## src/rtl/tcra_pkg.sv

```systemverilog
// Shared types and constants for the two-context register ALU.
// Holds opcode, status and item-kind codes and the queue entry layout.
// No dependencies; every other file of the block refers to it by scoped names.
package tcra_pkg;

    // Fixed widths of the transaction fields.
    localparam int OP_W   = 4;
    localparam int IDX_W  = 5;
    localparam int WORD_W = 32;

    // Number of distinct values of a register index field.
    localparam int IDX_RANGE = 32;

    // Width of the multiplier operand slice handled per cycle.
    localparam int MUL_CHUNK = 16;

    // Default configuration of the block.
    localparam int DEF_NUM_REGS     = 32;
    localparam int DEF_NUM_CONTEXTS = 2;
    localparam int DEF_DATA_WIDTH   = 32;
    localparam int DEF_QUEUE_DEPTH  = 2;

    typedef enum logic [OP_W-1:0] {
        OP_ADD  = 4'd0,
        OP_ADDI = 4'd1,
        OP_SUB  = 4'd2,
        OP_MUL  = 4'd3,
        OP_AND  = 4'd4,
        OP_OR   = 4'd5,
        OP_ORI  = 4'd6,
        OP_XOR  = 4'd7,
        OP_SLL  = 4'd8,
        OP_SRL  = 4'd9,
        OP_LI   = 4'd10,
        OP_DUMP = 4'd11,
        OP_NOP  = 4'd12
    } op_t;

    typedef enum logic [1:0] {
        STATUS_EXEC = 2'd0,
        STATUS_DUMP = 2'd1,
        STATUS_BAD  = 2'd2
    } status_t;

    typedef enum logic [1:0] {
        KIND_WRITE = 2'd0,
        KIND_DUMP  = 2'd1,
        KIND_NOP   = 2'd2,
        KIND_BAD   = 2'd3
    } kind_t;

    // One classified instruction as it waits between front and back end.
    // Register indexes are already wrapped to the register file size.
    typedef struct packed {
        kind_t              kind;
        op_t                op;
        logic               ctx;
        logic [IDX_W-1:0]   dest;
        logic [IDX_W-1:0]   src_a;
        logic [IDX_W-1:0]   src_b;
        logic [WORD_W-1:0]  imm;
    } entry_t;

endpackage

```

## src/rtl/tcra_queue.sv

```systemverilog
// Short first-in first-out queue of classified instructions between the
// front and back end. Depends on tcra_pkg for the entry layout.
module tcra_queue #(
    parameter int DEPTH = tcra_pkg::DEF_QUEUE_DEPTH
) (
    input  logic               clk,
    input  logic               rst_n,
    input  logic               push,
    input  tcra_pkg::entry_t   push_entry,
    output logic               full,
    input  logic               pop,
    output tcra_pkg::entry_t   head,
    output logic               empty
);

    localparam int PW = $clog2(DEPTH);
    localparam int CW = $clog2(DEPTH + 1);
    localparam logic [PW-1:0] LAST_SLOT = PW'(DEPTH - 1);
    localparam logic [CW-1:0] FULL_COUNT = CW'(DEPTH);

    tcra_pkg::entry_t slots [DEPTH];
    logic [PW-1:0]    wr_ptr_reg, wr_ptr_next;
    logic [PW-1:0]    rd_ptr_reg, rd_ptr_next;
    logic [CW-1:0]    count_reg, count_next;

    assign full  = (count_reg == FULL_COUNT);
    assign empty = (count_reg == '0);
    assign head  = slots[rd_ptr_reg];

    always_comb
    begin
        wr_ptr_next = wr_ptr_reg;
        rd_ptr_next = rd_ptr_reg;
        count_next  = count_reg;
        if (push)
        begin
            wr_ptr_next = (wr_ptr_reg == LAST_SLOT) ? '0 : wr_ptr_reg + 1'b1;
        end
        if (pop)
        begin
            rd_ptr_next = (rd_ptr_reg == LAST_SLOT) ? '0 : rd_ptr_reg + 1'b1;
        end
        if (push && !pop)
        begin
            count_next = count_reg + 1'b1;
        end
        else if (pop && !push)
        begin
            count_next = count_reg - 1'b1;
        end
    end

    always_ff @(posedge clk or negedge rst_n)
    begin
        if (!rst_n)
        begin
            wr_ptr_reg <= '0;
            rd_ptr_reg <= '0;
            count_reg  <= '0;
        end
        else
        begin
            wr_ptr_reg <= wr_ptr_next;
            rd_ptr_reg <= rd_ptr_next;
            count_reg  <= count_next;
        end
    end

    always_ff @(posedge clk)
    begin
        if (push)
        begin
            slots[wr_ptr_reg] <= push_entry;
        end
    end

endmodule

```

## config.mk

```make
export PLATFORM = sky130hd
export DESIGN_NAME = tcra_queue
export DESIGN_NICKNAME = d
export VERILOG_FILES = /design/src/rtl/tcra_pkg.sv /design/src/rtl/tcra_queue.sv
export SDC_FILE = /design/constraint.sdc
export NUM_CORES = 1
export LEC_CHECK = 0
export BUFFER_PORTS_ARGS = -buffer_cell sky130_fd_sc_hd__buf_2
export CAP_MARGIN = 20
export CORE_UTILIZATION = 47
export CTS_BUF_LIST = sky130_fd_sc_hd__clkbuf_16
export DETAILED_ROUTE_END_ITERATION = 8
export GPL_ROUTABILITY_DRIVEN = 0
export PLACE_DENSITY = 0.69
export SLEW_MARGIN = 40
export SYNTH_ARGS = -nofsm -noshare
export SYNTH_HDL_FRONTEND = slang
export SYNTH_SLANG_ARGS = --single-unit
export TNS_END_PERCENT = 100
```

## constraint.sdc

```tcl
create_clock -name clk -period 3.74 [get_ports clk]
set_input_delay 0.187 -clock clk [delete_from_list [all_inputs] [get_ports clk]]
set_output_delay 0.187 -clock clk [all_outputs]
set_load 0.05 [all_outputs]
```

## After elaboration in Yosys (flattened, before gate mapping)

Memories as Yosys holds them, arrays and structs flattened.
Cells that the tools add are included.

- $add $sub $neg: 4
- Muxes and demuxes: 6
- Reductions and logical operators: 6
- Equal/unequal tests: 1

Operators with widths:

| kind | count |
|---|---|
| $mux W1 | 4 |
| $mux W2 | 2 |
| $add A1 B1 Y1 const B | 2 |
| $add A2 B1 Y2 const B | 1 |
| $eq A2 B2 Y1 const B | 1 |
| $logic_and A1 B1 Y1 | 2 |
| $logic_not A1 Y1 | 2 |
| $logic_not A2 Y1 | 1 |
| $reduce_bool A2 Y1 | 1 |
| $sub A2 B1 Y2 const B | 1 |

- RAM bits: 108
- Memories: 1
- Output and inout port bits: 56
- Logic and storage cells: 21
- Register bits: 4
- Bits of input ports: 58

Memories:

| memory | depth | width | rd ports | clocked after memory_dff | write ports | line | RTL |
|---|---|---|---|---|---|---|---|
| slots | 2 | 54 | 1 | 0 | 1 | tcra_queue.sv:21 | `tcra_pkg::entry_t slots [DEPTH];` |

## Depth between registers and ports, before layout

- Depth in word-level cells: 4
- Mapped depth: 5
- Depth with buffers taken out: 5

## Worst setup path after synthesis

Ideal clock, no wire load.

- Kind: register to register
- Start: register wr_ptr_reg
- End: memory slots[0][0] in the netlist's numbering, enable pin
- Cell stages (with the launch flop): 2
- Arrival: 2.808 ns
- Setup time: 0.472 ns
- Path slack: 0.460 ns
- Path buffers: 0
- Period minus slack after synthesis: 3.280 ns
- Required time: 3.268 ns
- Cell sequence: dfrtp_1 nor2b_1

RTL lines:

| what | line | RTL |
|---|---|---|
| start: declaration | tcra_queue.sv:22 | `logic [PW-1:0] wr_ptr_reg, wr_ptr_next;` |
| start signal: assignment | tcra_queue.sv:63 | `wr_ptr_reg <= wr_ptr_next;` |
| end: declaration | tcra_queue.sv:21 |  |

Straight into the memory's write port.

==> results.tsv <==
stage	metric	value	unit
power_and_ir_drop	PwrDens	898.8	nW/um2
worst_setup_path	R2R cell count	2	
worst_setup_path	CP max stage delay	0.75	ns
clock_network	CTS clk-pin slew, worst paths	0.07	ns
synth	Net Count, Synth	243	
worst_setup_path	critical path startpoint category	register	
sta	final hold vios	0	
floorplanning	IO Count	114	
drt	via count	2020	
drt	drt pass-1 iters	6	
synth	Async S/R FF share, synth	3.571	%
cells_and_area	Fill cells	664	
sta	worst setup margin	1.561	ns
drt	Final Routed Wirelength	7113	um
sta	Final TNS setup	0	ns
synth	EDFF count, synth	108	
sta	Slew @ Worst Pin	0.7380	ns
sta	final hold slack	0.03841	ns
clock_network	Worst-Skew Late Latency	0.33	ns
synth	register bit total from synthesis	112	
status	status	complete, but fails checks	
floorplanning	die height	98.02	um
drt	Detailed Route Iter0 Violations	84	
worst_setup_path	crit path DAT	1.99	ns
floorplanning	Initial Util	49.20	%
floorplanning	standard-cell row count	34	
worst_setup_path	CP Capture Type	output port	
global_route	initial antenna violation count	0	
worst_setup_path	r2r setup slk	1.85	ns
global_route	vias in the first global route	2145	
sta	clock skew	0.005114	ns
cells_and_area	share of cells above drive strength 1	59.68	%
synth	post-synth cell types	13	
synth	Ys Warns	0	
floorplanning	Core Region	8806	um2
synth	Syn Inst Count	184	
worst_setup_path	Levels on crit path	3	
hold_path	Hold Path Class	in2reg	
sta	period utilization	58.25	%
placed_design	Port Buffers	113	
worst_setup_path	crit path to	head[34]	
sta	Tmin final	2.179	ns
synth	top cells by count, synth	108 x edfxtp_1, 49 x mux2_4, 5 x buf_12, 5 x mux2_2	
power_and_ir_drop	Worst VDD drop	0.4829	mV
global_route	largest net degree at the start of global routing	40	
global_route	GRT Resource Usage Total	15.48	%
sta	Slew HR	50.70	%
synth	post-synthesis sequential area ratio	77.16	%
synth	Synth top area share	74.85	%
synth	ys flop type	edfxtp_1	
drt	# DRC	20	
global_route	met2 usage	25.95	%
sta	final setup fails	0	
global_route	wire length of the first global-routing pass	11050	um
floorplanning	die footprint	9607	um2
worst_setup_path	crit path buf inv count	2	
global_route	met1 usage	19.24	%
synth	mapped cell area	4333	um2
worst_setup_path	Required @ worst endpoint	3.55	ns
clock_network	post-CTS sizing	0	
clock_network	Clock Tree Buf Depth	2	
clock_network	TritonCTS buffer count	9	
placed_design	post-DP HPWL	4804	um
global_route	GR peak layer	met2	
worst_setup_path	RR Endpoint	slots[0][43]$_DFFE_PP_	
worst_setup_path	critical path's top delay family	flip-flops	
synth	area leader, netlist	edfxtp_1	
worst_setup_path	CP Launch Point	rd_ptr_reg$_DFFE_PN0P_	
worst_setup_path	reg2reg start	wr_ptr_reg$_DFFE_PN0P_	
clock_network	CTS sink cnt	112	
clock_network	CTS Root Cell	clkbuf_16	
worst_setup_path	critical path cell sequence	buf_12, mux2_2, buf_2	
clock_network	H-tree depth	3	
power_and_ir_drop	Pleak	2.158	nW
worst_setup_path	Crit Path Max Fanout	31	
global_route	met3 Track Usage GR	6.084	%
cells_and_area	max FFs per register	108	
clock_network	CTS tree	yes	
sta	Pins Over Slew Limit	0	
drt	post-DR wirelength/cell	16.98	um
synth	count leader, synth	edfxtp_1	
cells_and_area	NumNets Final	365	
synth	Avg Synthesized Cell Area	23.55	um2
global_route	GR Overflow Total	0	
sta	RSZ-0062 raised after global routing	false	
worst_setup_path	CP max stage cell	dfrtp_4	
drt	Antenna Violating Nets Remaining	0	
worst_setup_path	critical path type	reg2out	
synth	Synth area leaders	edfxtp_1 75%, mux2_4 17%, buf_12 2.3%, dfrtp_1 2.3%, mux2_2 1.3%	
power_and_ir_drop	Design Power	4.752	mW
drt	routed vias/inst	4.821	
sta	Max Fclk	459.0	MHz
floorplanning	Horiz. Die Dim	98.02	um
cells_and_area	Area growth syn-to-layout	22.03	%
status	failing checks	DRC	
placed_design	pre-CTS setup slack	1.801	ns
flow_run	max-capacitance violation count	0	
-- per-layer routing --
layer / wire length [um] / up-vias
met5: 0 / -
met4: 14 / 0
met2: 3482 / 79
met3: 574 / 5
met1: 3041 / 974
li1: - / 962
-- worst register-to-register path, cell delays in order, from the launching register on --
cell	delay (ns)
dfrtp_1	0.43
nor2b_4	0.61
buf_4	0.50
-- per-stage QoR --
step	instances	cell area (um2)	util, %
after floorplan	184	4333	-
after global placement	401	4950	56.21
after detailed placement	402	4971	56.45
after CTS	418	5285	60.02
after global routing	418	5285	60.02
final	419	5288	60.05
-- where the power goes --
group | internal [mW] | leakage, nW | switching, mW
combinational | 0.646 | 0.944 | 1.32
clock | 0.576 | 0.155 | 0.390
sequential | 1.67 | 1.06 | 0.150
total | 2.89 | 2.16 | 1.86
-- area by class of cell --
class                      instances  area, um2  share of cell area [%]
tap                              108      135.1                   2.556
timing repair buffer             117      610.6                   11.55
multi-input combinational         65      884.6                   16.73
inverter                           1      3.754                 0.07099
sequential                       112       3347                   63.30
clock inverter                     6      78.83                   1.491
clock buffer                       9      225.2                   4.259
antenna                            1      2.502                 0.04733
-- cell usage in the layout, fill, tap and decap left out, types with 2 or more instances in the layout --
master,instances
mux2_2,5
clkbuf_16,9
mux2_4,49
edfxtp_1,108
xor2_1,4
bufinv_16,2
dfrtp_1,3
inv_1,4
nor2_1,2
buf_4,2
buf_2,113
-- what timing repair did --
action	4_1_cts	5_1_grt
hold buffers	1	0
setup buffers	0	0
hold endpoints to repair	4	0
-- worst min path at each step --
stage / from / to / slack (ns) / cells past startpoint
floorplan: rst_n / count_reg[0]$_DFFE_PN0P_ / -0.11 / 0
global placement: rst_n / count_reg[1]$_DFFE_PN0P_ / -0.007 / 1
detailed placement: rst_n / count_reg[0]$_DFFE_PN0P_ / -0.004 / 1
CTS: push_entry[28] / slots[0][28]$_DFFE_PP_ / 0.03 / 1
global route: push_entry[28] / slots[1][28]$_DFFE_PP_ / 0.02 / 1
finish: push_entry[28] / slots[1][28]$_DFFE_PP_ / 0.04 / 1
-- kinds of logic (layout without fill, tap and decap cells) --
kind of cell / after synthesis / count (layout) / share of synthesized area, %
other: 0 / 1 / 0
AND/OR/NAND/NOR: 5 / 5 / 0.6065
XOR/XNOR: 5 / 5 / 1.011
multiplexers: 54 / 54 / 18.28
adder cells (fa/ha/maj): 1 / 1 / 0.2887
flip-flops: 112 / 112 / 77.16
buffers and inverters: 7 / 133 / 2.657
No activity file was read; power rests on OpenSTA's default activity.
