[src/rtl/tcra_pkg.sv]
// Shared types and constants for the two-context register ALU.
// Holds opcode, status and item-kind codes and the queue entry layout.
// No dependencies; every other file of the block refers to it by scoped names.
package tcra_pkg;

    // Fixed widths of the transaction fields.
    localparam int OP_W   = 4;
    localparam int IDX_W  = 5;
    localparam int WORD_W = 32;

    // Number of distinct values of a register index field.
    localparam int IDX_RANGE = 32;

    // Width of the multiplier operand slice handled per cycle.
    localparam int MUL_CHUNK = 16;

    // Default configuration of the block.
    localparam int DEF_NUM_REGS     = 32;
    localparam int DEF_NUM_CONTEXTS = 2;
    localparam int DEF_DATA_WIDTH   = 32;
    localparam int DEF_QUEUE_DEPTH  = 2;

    typedef enum logic [OP_W-1:0] {
        OP_ADD  = 4'd0,
        OP_ADDI = 4'd1,
        OP_SUB  = 4'd2,
        OP_MUL  = 4'd3,
        OP_AND  = 4'd4,
        OP_OR   = 4'd5,
        OP_ORI  = 4'd6,
        OP_XOR  = 4'd7,
        OP_SLL  = 4'd8,
        OP_SRL  = 4'd9,
        OP_LI   = 4'd10,
        OP_DUMP = 4'd11,
        OP_NOP  = 4'd12
    } op_t;

    typedef enum logic [1:0] {
        STATUS_EXEC = 2'd0,
        STATUS_DUMP = 2'd1,
        STATUS_BAD  = 2'd2
    } status_t;

    typedef enum logic [1:0] {
        KIND_WRITE = 2'd0,
        KIND_DUMP  = 2'd1,
        KIND_NOP   = 2'd2,
        KIND_BAD   = 2'd3
    } kind_t;

    // One classified instruction as it waits between front and back end.
    // Register indexes are already wrapped to the register file size.
    typedef struct packed {
        kind_t              kind;
        op_t                op;
        logic               ctx;
        logic [IDX_W-1:0]   dest;
        logic [IDX_W-1:0]   src_a;
        logic [IDX_W-1:0]   src_b;
        logic [WORD_W-1:0]  imm;
    } entry_t;

endpackage

[src/rtl/tcra_if.sv]
// Valid/ready channel interfaces for instruction and result transactions.
// Depends on tcra_pkg for the field widths.
interface tcra_in_if;
    logic                             valid;
    logic                             ready;
    logic [tcra_pkg::OP_W-1:0]        op;
    logic                             context_req;
    logic [tcra_pkg::IDX_W-1:0]       dest_reg;
    logic [tcra_pkg::IDX_W-1:0]       src_a_reg;
    logic [tcra_pkg::IDX_W-1:0]       src_b_reg;
    logic signed [tcra_pkg::WORD_W-1:0] immediate;

    modport source (
        output valid, op, context_req, dest_reg, src_a_reg, src_b_reg, immediate,
        input  ready
    );
    modport sink (
        input  valid, op, context_req, dest_reg, src_a_reg, src_b_reg, immediate,
        output ready
    );
endinterface


[src/rtl/tcra_front.sv]
// Front end: accepts instruction transactions, classifies the opcode and
// wraps the context and register indexes. Depends on tcra_pkg and tcra_in_if.
module tcra_front #(
    parameter int NUM_REGS     = tcra_pkg::DEF_NUM_REGS,
    parameter int NUM_CONTEXTS = tcra_pkg::DEF_NUM_CONTEXTS
) (
    tcra_in_if.sink            instr,
    input  logic               q_full,
    input  logic               clearing,
    output logic               push,
    output tcra_pkg::entry_t   push_entry
);

    localparam int IW = tcra_pkg::IDX_W;

    // Maps every possible index field value onto the register file size.
    function automatic logic [tcra_pkg::IDX_RANGE-1:0][IW-1:0] wrap_table();
        logic [tcra_pkg::IDX_RANGE-1:0][IW-1:0] tbl;
        logic [IW-1:0]                          j;
        j = '0;
        for (int i = 0; i < tcra_pkg::IDX_RANGE; i++)
        begin
            tbl[i] = j;
            if (int'(j) == NUM_REGS - 1)
            begin
                j = '0;
            end
            else
            begin
                j = j + 1'b1;
            end
        end
        return tbl;
    endfunction

    localparam logic [tcra_pkg::IDX_RANGE-1:0][IW-1:0] WRAP = wrap_table();

    assign instr.ready = !q_full && !clearing;
    assign push        = instr.valid && instr.ready;

    always_comb
    begin
        push_entry.ctx   = (NUM_CONTEXTS > 1) ? instr.context_req : 1'b0;
        push_entry.dest  = WRAP[instr.dest_reg];
        push_entry.src_a = WRAP[instr.src_a_reg];
        push_entry.src_b = WRAP[instr.src_b_reg];
        push_entry.imm   = instr.immediate;
        push_entry.op    = tcra_pkg::OP_NOP;
        push_entry.kind  = tcra_pkg::KIND_BAD;
        case (instr.op)
            tcra_pkg::OP_ADD, tcra_pkg::OP_ADDI, tcra_pkg::OP_SUB, tcra_pkg::OP_MUL,
            tcra_pkg::OP_AND, tcra_pkg::OP_OR, tcra_pkg::OP_ORI, tcra_pkg::OP_XOR,
            tcra_pkg::OP_SLL, tcra_pkg::OP_SRL, tcra_pkg::OP_LI:
            begin
                push_entry.kind = tcra_pkg::KIND_WRITE;
                push_entry.op   = tcra_pkg::op_t'(instr.op);
            end
            tcra_pkg::OP_DUMP:
            begin
                push_entry.kind = tcra_pkg::KIND_DUMP;
            end
            tcra_pkg::OP_NOP:
            begin
                push_entry.kind = tcra_pkg::KIND_NOP;
            end
            default:
            begin
                push_entry.kind = tcra_pkg::KIND_BAD;
            end
        endcase
    end

endmodule

[src/flat_wrapper.sv]
// flat-port wrapper written by rule: the top's interface ports become plain ports
module tcra_front_flat 
#(
    parameter int NUM_REGS     = tcra_pkg::DEF_NUM_REGS,
    parameter int NUM_CONTEXTS = tcra_pkg::DEF_NUM_CONTEXTS
)
  (q_full, clearing, push, push_entry, instr_valid, instr_op, instr_context_req, instr_dest_reg, instr_src_a_reg, instr_src_b_reg, instr_immediate, instr_ready);
  tcra_in_if instr_i ();
  input  logic q_full;
  input  logic clearing;
  output logic push;
  output tcra_pkg::entry_t push_entry;
  input wire logic [$bits(instr_i.valid)-1:0] instr_valid;
  input wire logic [$bits(instr_i.op)-1:0] instr_op;
  input wire logic [$bits(instr_i.context_req)-1:0] instr_context_req;
  input wire logic [$bits(instr_i.dest_reg)-1:0] instr_dest_reg;
  input wire logic [$bits(instr_i.src_a_reg)-1:0] instr_src_a_reg;
  input wire logic [$bits(instr_i.src_b_reg)-1:0] instr_src_b_reg;
  input wire logic [$bits(instr_i.immediate)-1:0] instr_immediate;
  output wire logic [$bits(instr_i.ready)-1:0] instr_ready;
  assign instr_i.valid = instr_valid;
  assign instr_i.op = instr_op;
  assign instr_i.context_req = instr_context_req;
  assign instr_i.dest_reg = instr_dest_reg;
  assign instr_i.src_a_reg = instr_src_a_reg;
  assign instr_i.src_b_reg = instr_src_b_reg;
  assign instr_i.immediate = instr_immediate;
  assign instr_ready = instr_i.ready;
  tcra_front #(.NUM_REGS(NUM_REGS), .NUM_CONTEXTS(NUM_CONTEXTS)) u_core (.instr(instr_i), .q_full(q_full), .clearing(clearing), .push(push), .push_entry(push_entry));
endmodule
[config.mk]
export PLATFORM = sky130hd
export DESIGN_NAME = tcra_front_flat
export DESIGN_NICKNAME = d
export VERILOG_FILES = /design/src/rtl/tcra_pkg.sv /design/src/rtl/tcra_if.sv /design/src/rtl/tcra_front.sv /design/src/flat_wrapper.sv
export SDC_FILE = /design/constraint.sdc
export NUM_CORES = 1
export LEC_CHECK = 0
export ABC_CLOCK_PERIOD_IN_PS = 800
export BUFFER_PORTS_ARGS = -buffer_cell sky130_fd_sc_hd__buf_2
export CORE_AREA = 2 2 46 48
export DETAILED_ROUTE_END_ITERATION = 6
export DIE_AREA = 0 0 48 50
export PLACE_DENSITY = 0.92
export SYNTH_ARGS = -nofsm -noshare
export SYNTH_HDL_FRONTEND = slang
export SYNTH_SLANG_ARGS = --single-unit
[constraint.sdc]
create_clock -name vclk -period 0.8
set_input_delay 0.08 -clock vclk [all_inputs]
set_output_delay 0.08 -clock vclk [all_outputs]
set_load 0.01 [all_outputs]
# ---- Word level (Yosys, flattened, before mapping)
# Memory sizes are Yosys's and may differ from the RTL's.
# Cells that the tools add are included.
dict set report totals {
  ff_bits 0
  romBits 480
  inputBits 55
  word_cells 29
  memories 3
}
dict set report classes {
  order_cmp 3
  n_eq_ne 12
  n_mux 5
  reduce_logical 6
}
# memory depth word_bits read_ports rd_clocked_by_memory_dff wr line
set memory_table {}
lappend memory_table {{(name not given)} 32 5 1 0 0 tcra_front.sv:44} ;# push_entry.dest = WRAP[instr.dest_reg];
lappend memory_table {{(name not given)} 32 5 1 0 0 tcra_front.sv:45} ;# push_entry.src_a = WRAP[instr.src_a_reg];
lappend memory_table {{(name not given)} 32 5 1 0 0 tcra_front.sv:46} ;# push_entry.src_b = WRAP[instr.src_b_reg];
# operator count
set ops {}
lappend ops {{$eq A4 B4 Y1 const B} 5}
lappend ops {{$lt A5 B6 Y1 const B} 3}
lappend ops {{$eq A4 B3 Y1 const B} 4}
lappend ops {{$mux W5} 3}
lappend ops {{$reduce_or A11 Y1} 1}
lappend ops {{$eq A4 B2 Y1 const B} 2}
lappend ops {{$pmux W2 S3} 1}
lappend ops {{$eq A4 B1 Y1 const B} 1}
lappend ops {{$logic_not A4 Y1} 1}
lappend ops {{$mux W4} 1}
lappend ops {{$logic_and A1 B1 Y1} 2}
lappend ops {{$logic_not A1 Y1} 2}

# ---- Depth between registers and ports, before layout
dict set report logic_depth {
  ltp_word 3
  depth_mapped 2
  depth_no_buf 2
}

# ---- Worst setup path before layout
# OpenSTA, ideal clock, no wires.
dict set report synth_timing {
  kind {input to output}
  start {input port q_full}
  end {output port push}
  arrival_ns 0.478
  required_ns 0.720
  setup_slack_ns 0.242
  cell_stages 2
  n_path_buf 0
  cell_sequence {nor2_1 > and2_1}
}
dict set report synth_between {
  elab_chain_len 3
}
# element line
set synth_rtl {}
lappend synth_rtl {{start: declaration} flat_wrapper.sv:9} ;# input logic q_full;
lappend synth_rtl {{$logic_not A1 Y1} tcra_front.sv:38} ;# assign instr.ready = !q_full && !clearing;
lappend synth_rtl {{$logic_and A1 B1 Y1} tcra_front.sv:38}
lappend synth_rtl {{$logic_and A1 B1 Y1} tcra_front.sv:39} ;# assign push = instr.valid && instr.ready;
lappend synth_rtl {{end: declaration} flat_wrapper.sv:11} ;# output logic push;
# No other way between the ends.

==> results.cfg <==
[sta]
rsz0062_at_grt = no
finalSetupTns_ns = 0
finalCriticalPeriod_ns = 0.6390
setup_viol = 0
hold_violations = 0
worstMarginPinSlew_ns = 0.1013
slew-limit-headroom_pct = 93.20
post-route-period-util_pct = 79.87
slew_viol_final = 0
fmax_ghz = 1.565

[power]
leakagePower_nw = 0.08770
peakVddDrop_uv = 109.2
power_density_nw_per_um2 = 465.3

[worst_setup_path]
cp_common_cell = buf_2
cp.required_ns = 0.72
crit_path_top_delay_cell = buf_2
critPathMaxFanout = 4
startpoint_type = primary input
max_stage_delay_ns = 0.12
worstPathArrival_ns = 0.56
path_cells = buf_2 -> o21ai_1 -> and2_1 -> buf_2
crit_path_end_kind = output port
critPathBufInv = 2
crit_family = buffers and inverters
path_class = primary input to output port

[floorplanning]
row_count = 16
dieWidth_um = 48
dieArea_um2 = 2400
io_pins = 111
dieHeight_um = 50
core_um2 = 1902
start_util_pct = 22.57

[synth]
synthTopCellsByArea = buf_4 (84%), and2_1 (4.4%), o21ai_1 (3.5%)
yosys_warnings = 0
yosysTopAreaCellShare_pct = 83.97
synth_common_cells = buf_4 (48), and2_1 (3), o21ai_1 (3)
post-synth-top-count-cell = buf_4
yosysSeqAreaShare_pct = 0
synthesis.area_um2 = 429.2
synth_area_leader_cell = buf_4
avgSynthCellArea_um2 = 7.153
synth_cell_types = 9
netlist_instances = 60
syn_nets = 115

[global_route]
grt_pass1_vias = 192
gr-usage-met1_pct = 3.043
grt_pass1_wl_um = 945
grt_overflow = 0
grt_util_all_layers_pct = 5.208
grt_max_degree = 7
busiest_layer = met4
met2_usage_pct = 4.667
grt_use_met3_pct = 4.762
antenna_found_initial = 0

[cells_and_area]
final_area_um2 = 173.9
regArea_um2 = 0
drive_gt1_share_pct = 61.54
seq_cells = 0
n_antenna_cell = 0
final_nets = 83
fin_cells = 53
syn_to_final_growth_pct = -59.48
fillers = 226
clockBufferCount = 0

[clocking]
post_cts_buffers = 0
cts_hold_buf = 0
cts_resized = 0

[routing]
vias = 211
drc = 0
wirelength_um = 659
vias_per_cell = 3.981
initialDrtViolationCount = 0
postRouteAntennaNets = 0
wl_per_cell_um = 12.43
dr.pass1.iters = 1

[placed_design]
place_area_um2 = 173.9
numPortBuffers = 15
routabilityCongestion = 0.6007
dp.cells = 53

[worst_hold_path]
hold_class = primary input to output port

[run]
maxCapViolCount = 0

[run_status]
status = completed
-- power breakdown --
group | internal [W] | leakage [nW] | total [W] | switching [W]
Sequential | 0 | 0 | 0 | 0
Clock | 0 | 0 | 0 | 0
Combinational | 0.0000407 | 0.0877 | 0.0000809 | 0.0000402
Total | 0.0000407 | 0.0877 | 0.0000809 | 0.0000402
-- final timing paths --
check / endpoint / depth (start not counted) / slack (ns) / from
setup / recovery: push_entry[48] / 4 / 0.16 / instr_op[1]
hold / removal: push_entry[19] / 0 / 0.16 / instr_immediate[19]
-- cell families after synthesis --
kind of cell | Yosys count | share of synthesized area [%]
and+or+nand+nor | 6 | 7.871
buffers and inverters | 49 | 84.84
AOI/OAI and AO/OA | 5 | 7.289
-- layout make-up --
class / count / area (um2) / area share, %
multi-input cells: 11 / 65.06 / 37.41
well taps: 27 / 33.78 / 19.42
repair buffers: 15 / 75.07 / 43.17
-- routing by layer --
metal	up-vias	share of wire, %	wire (um)
met4	0	22	148
met1	71	16	104
met5	-	0	0
met2	39	31	201
met3	30	31	205
li1	71	-	-
-- layout by cell type (no fill, tap or decap) --
| master | synthesis | final |
|---|---|---|
| buf_2 | 0 | 15 |
| o21ai_1 | 3 | 3 |
| and2_1 | 3 | 3 |
| and2_2 | 1 | 1 |
| nand2_1 | 1 | 1 |
| a21boi_1 | 1 | 1 |
| a31o_1 | 1 | 1 |
| nor2_1 | 1 | 1 |
-- per-stage QoR --
| step | total power, W | worst slack [ns] | utilization (%) | hold WS [ns] |
|---|---|---|---|---|
| global placement | 0.00007970 | 0.1595 | 9.145 | 0.1601 |
| CTS | 0.00008194 | 0.1560 | 9.145 | 0.1601 |
| floorplan | 0.0002828 | 0.2423 | - | 0.2075 |
| global route | 0.00009205 | 0.07678 | 9.145 | 0.1600 |
| detailed placement | 0.00008144 | 0.1559 | 9.145 | 0.1601 |
| finish | 0.00008093 | 0.1610 | 9.145 | 0.1600 |
No activity file was read; power rests on OpenSTA's default activity.
